<file path="config.mk">
export PLATFORM = sky130hd
export DESIGN_NAME = lpr_queue
export DESIGN_NICKNAME = d
export VERILOG_FILES = /design/src/design/lpr_pkg.sv /design/src/design/lpr_queue.sv
export SDC_FILE = /design/constraint.sdc
export NUM_CORES = 1
export LEC_CHECK = 0
export BUFFER_PORTS_ARGS = -buffer_cell sky130_fd_sc_hd__buf_4
export CAP_MARGIN = 20
export CORE_ASPECT_RATIO = 1.1
export CORE_MARGIN = 2
export CORE_UTILIZATION = 35
export CTS_CLUSTER_SIZE = 30
export DETAILED_ROUTE_END_ITERATION = 7
export PLACE_DENSITY = 0.54
export SKIP_CTS_REPAIR_TIMING = 1
export SYNTH_ARGS = -nofsm -noshare
export SYNTH_HDL_FRONTEND = slang
export SYNTH_SLANG_ARGS = --single-unit
</file>
<file path="constraint.sdc">
create_clock -name clk -period 2 [get_ports clk]
set_clock_uncertainty 0.05 [all_clocks]
set_input_delay 0.4 -clock clk [delete_from_list [all_inputs] [get_ports clk]]
set_output_delay 0.4 -clock clk [all_outputs]
set_load 0.03 [all_outputs]
</file>
<file path="src/design/lpr_pkg.sv">
// Package for the line pair relation block: shared widths, relation codes
// and the classification record that travels from the front to the back.
// No dependencies.
`timescale 1ns / 1ps
`default_nettype none

package lpr_pkg;

    // Fixed widths of the stream fields.
    localparam int FIELD_W     = 16;
    localparam int IN_FIELDS   = 6;
    localparam int OUT_W       = 48;
    localparam int TDATA_IN_W  = 96;
    localparam int TDATA_OUT_W = 104;

    // Defaults for the top-level parameters.
    localparam int COEF_WIDTH_DEF = 16;
    localparam int FRAC_BITS_DEF  = 16;

    // Entries of the queue between front and back (a power of two).
    localparam int QUEUE_DEPTH = 4;

    // Clamp limits of a 48-bit signed coordinate, as magnitudes.
    localparam logic [OUT_W-1:0] POS_LIMIT = {1'b0, {(OUT_W-1){1'b1}}};
    localparam logic [OUT_W-1:0] NEG_LIMIT = {1'b1, {(OUT_W-1){1'b0}}};

    typedef enum logic [1:0] {
        REL_UNIQUE     = 2'd0,
        REL_PARALLEL   = 2'd1,
        REL_COINCIDENT = 2'd2,
        REL_INVALID    = 2'd3
    } relation_t;

    // Classification of one line pair, decided in the front.
    typedef struct packed {
        relation_t relation;
        logic      perp;
        logic      neg_x;
        logic      neg_y;
    } lpr_cls_t;

    localparam int CLS_W = $bits(lpr_cls_t);

endpackage

`default_nettype wire

</file>
<file path="src/design/lpr_queue.sv">
// Short queue between the front and the back of the line pair block.
// Generic register queue; depends on lpr_pkg for the default depth.
`timescale 1ns / 1ps
`default_nettype none

module lpr_queue
    import lpr_pkg::*;
#(
    parameter int WIDTH = 8,
    parameter int DEPTH = QUEUE_DEPTH
)
(
    input  wire logic             clk,
    input  wire logic             rst_n,
    input  wire logic             push_valid,
    output logic                  push_ready,
    input  wire logic [WIDTH-1:0] push_data,
    output logic                  pop_valid,
    input  wire logic             pop_ready,
    output logic [WIDTH-1:0]      pop_data
);

    localparam int AW = $clog2(DEPTH);

    logic [WIDTH-1:0] mem_reg [DEPTH];
    logic [AW-1:0]    wr_ptr_reg, rd_ptr_reg;
    logic [AW:0]      count_reg;
    logic             do_push, do_pop;

    assign push_ready = (count_reg != (AW+1)'(DEPTH));
    assign pop_valid  = (count_reg != '0);
    assign do_push    = push_valid && push_ready;
    assign do_pop     = pop_valid && pop_ready;
    assign pop_data   = mem_reg[rd_ptr_reg];

    // Storage of queued requests.
    always_ff @(posedge clk)
    begin
        if (do_push)
        begin
            mem_reg[wr_ptr_reg] <= push_data;
        end
    end

    // Pointers and fill count.
    always_ff @(posedge clk or negedge rst_n)
    begin
        if (!rst_n)
        begin
            wr_ptr_reg <= '0;
            rd_ptr_reg <= '0;
            count_reg  <= '0;
        end
        else
        begin
            if (do_push)
            begin
                wr_ptr_reg <= wr_ptr_reg + AW'(1);
            end
            if (do_pop)
            begin
                rd_ptr_reg <= rd_ptr_reg + AW'(1);
            end
            if (do_push && !do_pop)
            begin
                count_reg <= count_reg + (AW+1)'(1);
            end
            else if (do_pop && !do_push)
            begin
                count_reg <= count_reg - (AW+1)'(1);
            end
        end
    end

endmodule

`default_nettype wire

</file>
; ---- Yosys cells after proc, flatten, opt, wreduce, memory -nomap -nowiden
; Memories as Yosys holds them, arrays and structs flattened.
; Cells that the tools add are included.
; Widths: inputs -> output; s select.
[totals]
ff_bits = 7
mem_bits_rw = 32
inputBits = 12
out_inout_bits = 10
wordCells = 21
n_memories = 1
[memory_table]
columns = name, words, width, rd, rd_ports_with_merged_regs, wr, line_no
row1 = mem_reg, 4, 8, 1, 0, 1, lpr_queue.sv:25  ; logic [WIDTH-1:0] mem_reg [DEPTH];
[classes]
addsub = 4
eq_ne = 1
muxes = 4
reduce_logical = 8
[ops]
columns = op, n
row1 = $mux 3, 2
row2 = $add 2x1->2 const B, 2
row3 = $logic_and 1x1->1, 4
row4 = $add 3x1->3 const B, 1
row5 = $ne 3x3->1 const B, 1
row6 = $reduce_bool 3->1, 1
row7 = $sub 3x1->3 const B, 1
row8 = $logic_not 1->1, 2
row9 = $mux 1, 2
row10 = $reduce_bool 2->1, 1

; ---- Depth between registers and ports, before layout
[depth]
depth_word = 6
mapped_depth = 8
depth_no_buf = 8

; ---- Least setup slack after synthesis
; OpenSTA, ideal clock, no wires.
[synth_timing]
path_kind = register to register
start = reg count_reg[0]
end = reg count_reg[2]
setup_time_ps = 79
arrival_ps = 1934
t_required_ps = 1871
path_slack_ps = -64
stages_incl_launch_ff = 9
n_path_buf = 0
synth_period_minus_slack_ps = 2064
path_cell_list = dfrtp_1 -> or3_4 -> nand2_4 -> ha_1 -> inv_1 -> fa_1 -> xor2_1 -> nor2_1 -> xor2_1
[synth_between]
elab_chain_cells = 5
word_cells_on_any_way = 13
classes_between = 2 x add/sub / 1 x eq/ne / 2 x mux / 8 x reduce/logical
[synth_rtl]
columns = item, line_no
row1 = "start, declared", lpr_queue.sv:27  ; logic [AW:0] count_reg;
row2 = "start signal, assigned", lpr_queue.sv:66  ; count_reg <= count_reg + (AW+1)'(1);
row3 = "start signal, assigned", lpr_queue.sv:70  ; count_reg <= count_reg - (AW+1)'(1);
row4 = $reduce_bool 3->1 *, lpr_queue.sv:31  ; assign pop_valid = (count_reg != '0);
row5 = net pop_valid, lpr_queue.sv:18  ; output logic pop_valid,
row6 = $logic_and 1x1->1 *, lpr_queue.sv:33  ; assign do_pop = pop_valid && pop_ready;
row7 = $logic_not 1->1, lpr_queue.sv:64  ; if (do_push && !do_pop)
row8 = $logic_and 1x1->1, lpr_queue.sv:64
row9 = $mux 3 or $reduce_bool 2->1 (tied branches), --
; Mark *: on every way through the listed nets, which the timed path passes. The rest lies on a longest branch. The select of a mux whose other input is x is not followed.
; A chain may end at the register's enable or synchronous reset.

; ---- Final worst setup path
[layout_timing]
start = reg rd_ptr_reg[0]
end = out pop_data[5]
[layout_between]
elab_chain_cells = 1
[layout_rtl]
columns = item, line_no
row1 = "start, declared", lpr_queue.sv:26  ; logic [AW-1:0] wr_ptr_reg, rd_ptr_reg;
row2 = "start signal, assigned", lpr_queue.sv:62  ; rd_ptr_reg <= rd_ptr_reg + AW'(1);
row3 = $mem_v2 4x8, --
row4 = "end, declared", lpr_queue.sv:20  ; output logic [WIDTH-1:0] pop_data
; No other way between the ends.

==> reports/qor.csv <==
stage,metric,value,unit
worst_hold_path,min_path_type,input port to flip-flop,
sta,maxSlewViolCount,0,
synthesis,seq_area_frac_synth,0.717,
sta,hold_viol,0,
flow_run,cap_violations,0,
setup_path,crit_path_end_kind,output pin,
sta,setup_viol,0,
drt,drc,0,
floorplanning,num_io_pins,22,
global_routing,globalRouteTotalUtil,0.119,
global_routing,grt_max_degree,15,
global_routing,antenna_found_initial,0,
clock_network,numCtsBuffers,5,
synthesis,yosysWarningCount,0,
floorplanning,core.rowCount,25,
setup_path,crit_type,flip-flop to output pin,
sta,setup_slack,37.1,ps
place,io_buffers,21,
power,leakage,0.779,nW
sta,tightest_slew,432,ps
cells_and_area,layout-drive-gt1-share,0.508,
clock_network,cts_sinks,39,
setup_path,cp_max_fo,5,
drt,dr.pass1.iters,4,
cells_and_area,nNetsFinal,135,
setup_path,startpoint_type,flip-flop,
setup_path,worstPathArrival,1510,ps
clock_network,cts_max_path_buffers,2,
clock_network,path_clk_slew,80,ps
floorplanning,chipWidth,68.1,um
floorplanning,initial_core_util,0.367,
cells_and_area,fin_area,2050,sq um
global_routing,grt_pass1_vias,836,
floorplanning,core_area,4320,sq um
sta,min_period,1960,ps
cells_and_area,synthToLayoutAreaGrowth,29.5,%
clock_network,insertion_delay,290,ps
synthesis,mappedNetlistNets,95,
cells_and_area,largest_register_ffs,32,
clock_network,clockRootBuffer,clkbuf_8,
place,placed_cell_area,1890,sq um
drt,drtIter0Drc,28,
place,place.gp.congestion,0.654,
synthesis,syn_inst,77,
cells_and_area,antenna_cells,0,
power,ir_drop,676,uV
synthesis,ys_types,20,
power,p_per_area,1580,nW/um^2
floorplanning,dieArea,5080,sq um
drt,vias_per_cell,4.58,
sta,max_freq,509,MHz
drt,antenna_left,0,
synthesis,netlist_area,1580,sq um
synthesis,syn_avg_cell_area,20.6,sq um
synthesis,ys_ff_latch,39,
power,total_power,3.24,mW
clock_network,cts_max_level,2,
setup_path,worstPathRequired,1550,ps
place,pre_cts_ws,49.3,ps
floorplanning,fp.dieH,74.6,um
place,dp_hpwl,1790,um
clock_network,cts_tree,built,
sta,finalSetupTns,0,ps
sta,rsz0062_at_grt,yes,
drt,vias,787,
outcome,status,"complete, no violations",
sta,relSlewSlack,0.712,
drt,drt_wl_total,2570,um
global_routing,grt_pass1_wl,4080,um
global_routing,grt_overflow,0,
drt,avgRoutedWirePerCell,14.9,um
sta,fin_crit_sh,0.981,
[synthesized netlist by cell type]
cell	count	share of area
xnor2_1	4	0.022
nand3_2	1	0.0063
nor2_1	1	0.0024
clkbuf_2	1	0.0032
dfrtp_1	7	0.11
buf_4	1	0.0047
nand2_1	1	0.0024
and2_1	4	0.016
inv_1	3	0.0071
edfxtp_1	32	0.61
nor2_2	1	0.0040
mux2_4	1	0.0095
xor2_1	2	0.011
ha_1	5	0.039
or3_4	1	0.0071
nand2_4	1	0.0071
a21boi_2	1	0.0071
fa_1	1	0.013
mux4_2	8	0.11
mux2_2	1	0.0071
[cell type report]
class                      instances  area, sq um
tap                               54         67.6
fill                             397         2270
timing repair buffer              35          280
multi-input combinational         33          439
sequential                        39         1140
inverter                           3         11.3
clock inverter                     3         47.5
clock buffer                       5         68.8
[final timing paths]
check | start | endpoint | slack [ps] | cells past startpoint
min in group asynchronous | rst_n | count_reg[0] | 400 | 2
max in group asynchronous | rst_n | rd_ptr_reg[0] | 1370 | 2
worst min register to register | count_reg[2] | count_reg[2] | 540 | 2
worst max-delay path | rd_ptr_reg[0] | pop_data[5] | 40 | 3
worst min-delay path | push_data[2] | mem_reg[1][2] | 250 | 1
worst max register to register | count_reg[1] | count_reg[2] | 70 | 8
[cells in the final DEF (no fill, tap or decap), drive strengths merged, types with 2 or more instances in the layout]
cell	Yosys	layout
xor2	2	2
ha	5	5
edfxtp	32	32
mux2	2	2
xnor2	4	4
mux4	8	8
nand2	2	2
inv	3	4
and2	4	4
dfrtp	7	7
buf	1	34
nor2	2	2
clkbuf	1	5
[critical path, cell delays in order (launching register included)]
cell and delay (ps):
dfrtp_1 390, buf_6 150, mux4_2 520, buf_6 160
[kinds of logic (layout without fill, tap and decap cells)]
family / after synthesis / after routing / share of synthesized area
and+or+nand+nor: 10 / 10 / 0.0450
xor gates and xnor gates: 6 / 6 / 0.0332
adders and majority gates: 6 / 6 / 0.0521
buffers and inverters: 5 / 46 / 0.0150
DFF: 39 / 39 / 0.717
muxes: 10 / 10 / 0.130
AOI/OAI and AO/OA: 1 / 1 / 0.00711
[per-layer routing]
| layer | vias to the layer above | track usage | part of all wire | wire (um) |
|---|---|---|---|---|
| met4 | 0 | 0.0400 | 0.014 | 36 |
| met3 | 4 | 0.0530 | 0.044 | 112 |
| met5 | - | 0 | 0 | 0 |
| li1 | 370 | - | - | - |
| met1 | 397 | 0.138 | 0.41 | 1050 |
| met2 | 16 | 0.195 | 0.53 | 1370 |
[where the power goes]
part | leakage (nW) | switching (mW) | internal [mW]
sequential | 0.375 | 0.114 | 1.10
combinational | 0.345 | 0.679 | 0.686
clock | 0.0587 | 0.283 | 0.378
[stage by stage]
step           utilization  std cells  hold WS, ps
2_1_floorplan            -         77         54.4
3_3_place_gp         0.437        160          171
3_5_place_dp         0.437        160          172
4_1_cts              0.464        168         -148
5_1_grt              0.475        172          242
6_report             0.475        172          252
Note: power is estimated with default switching activity, not from simulation.
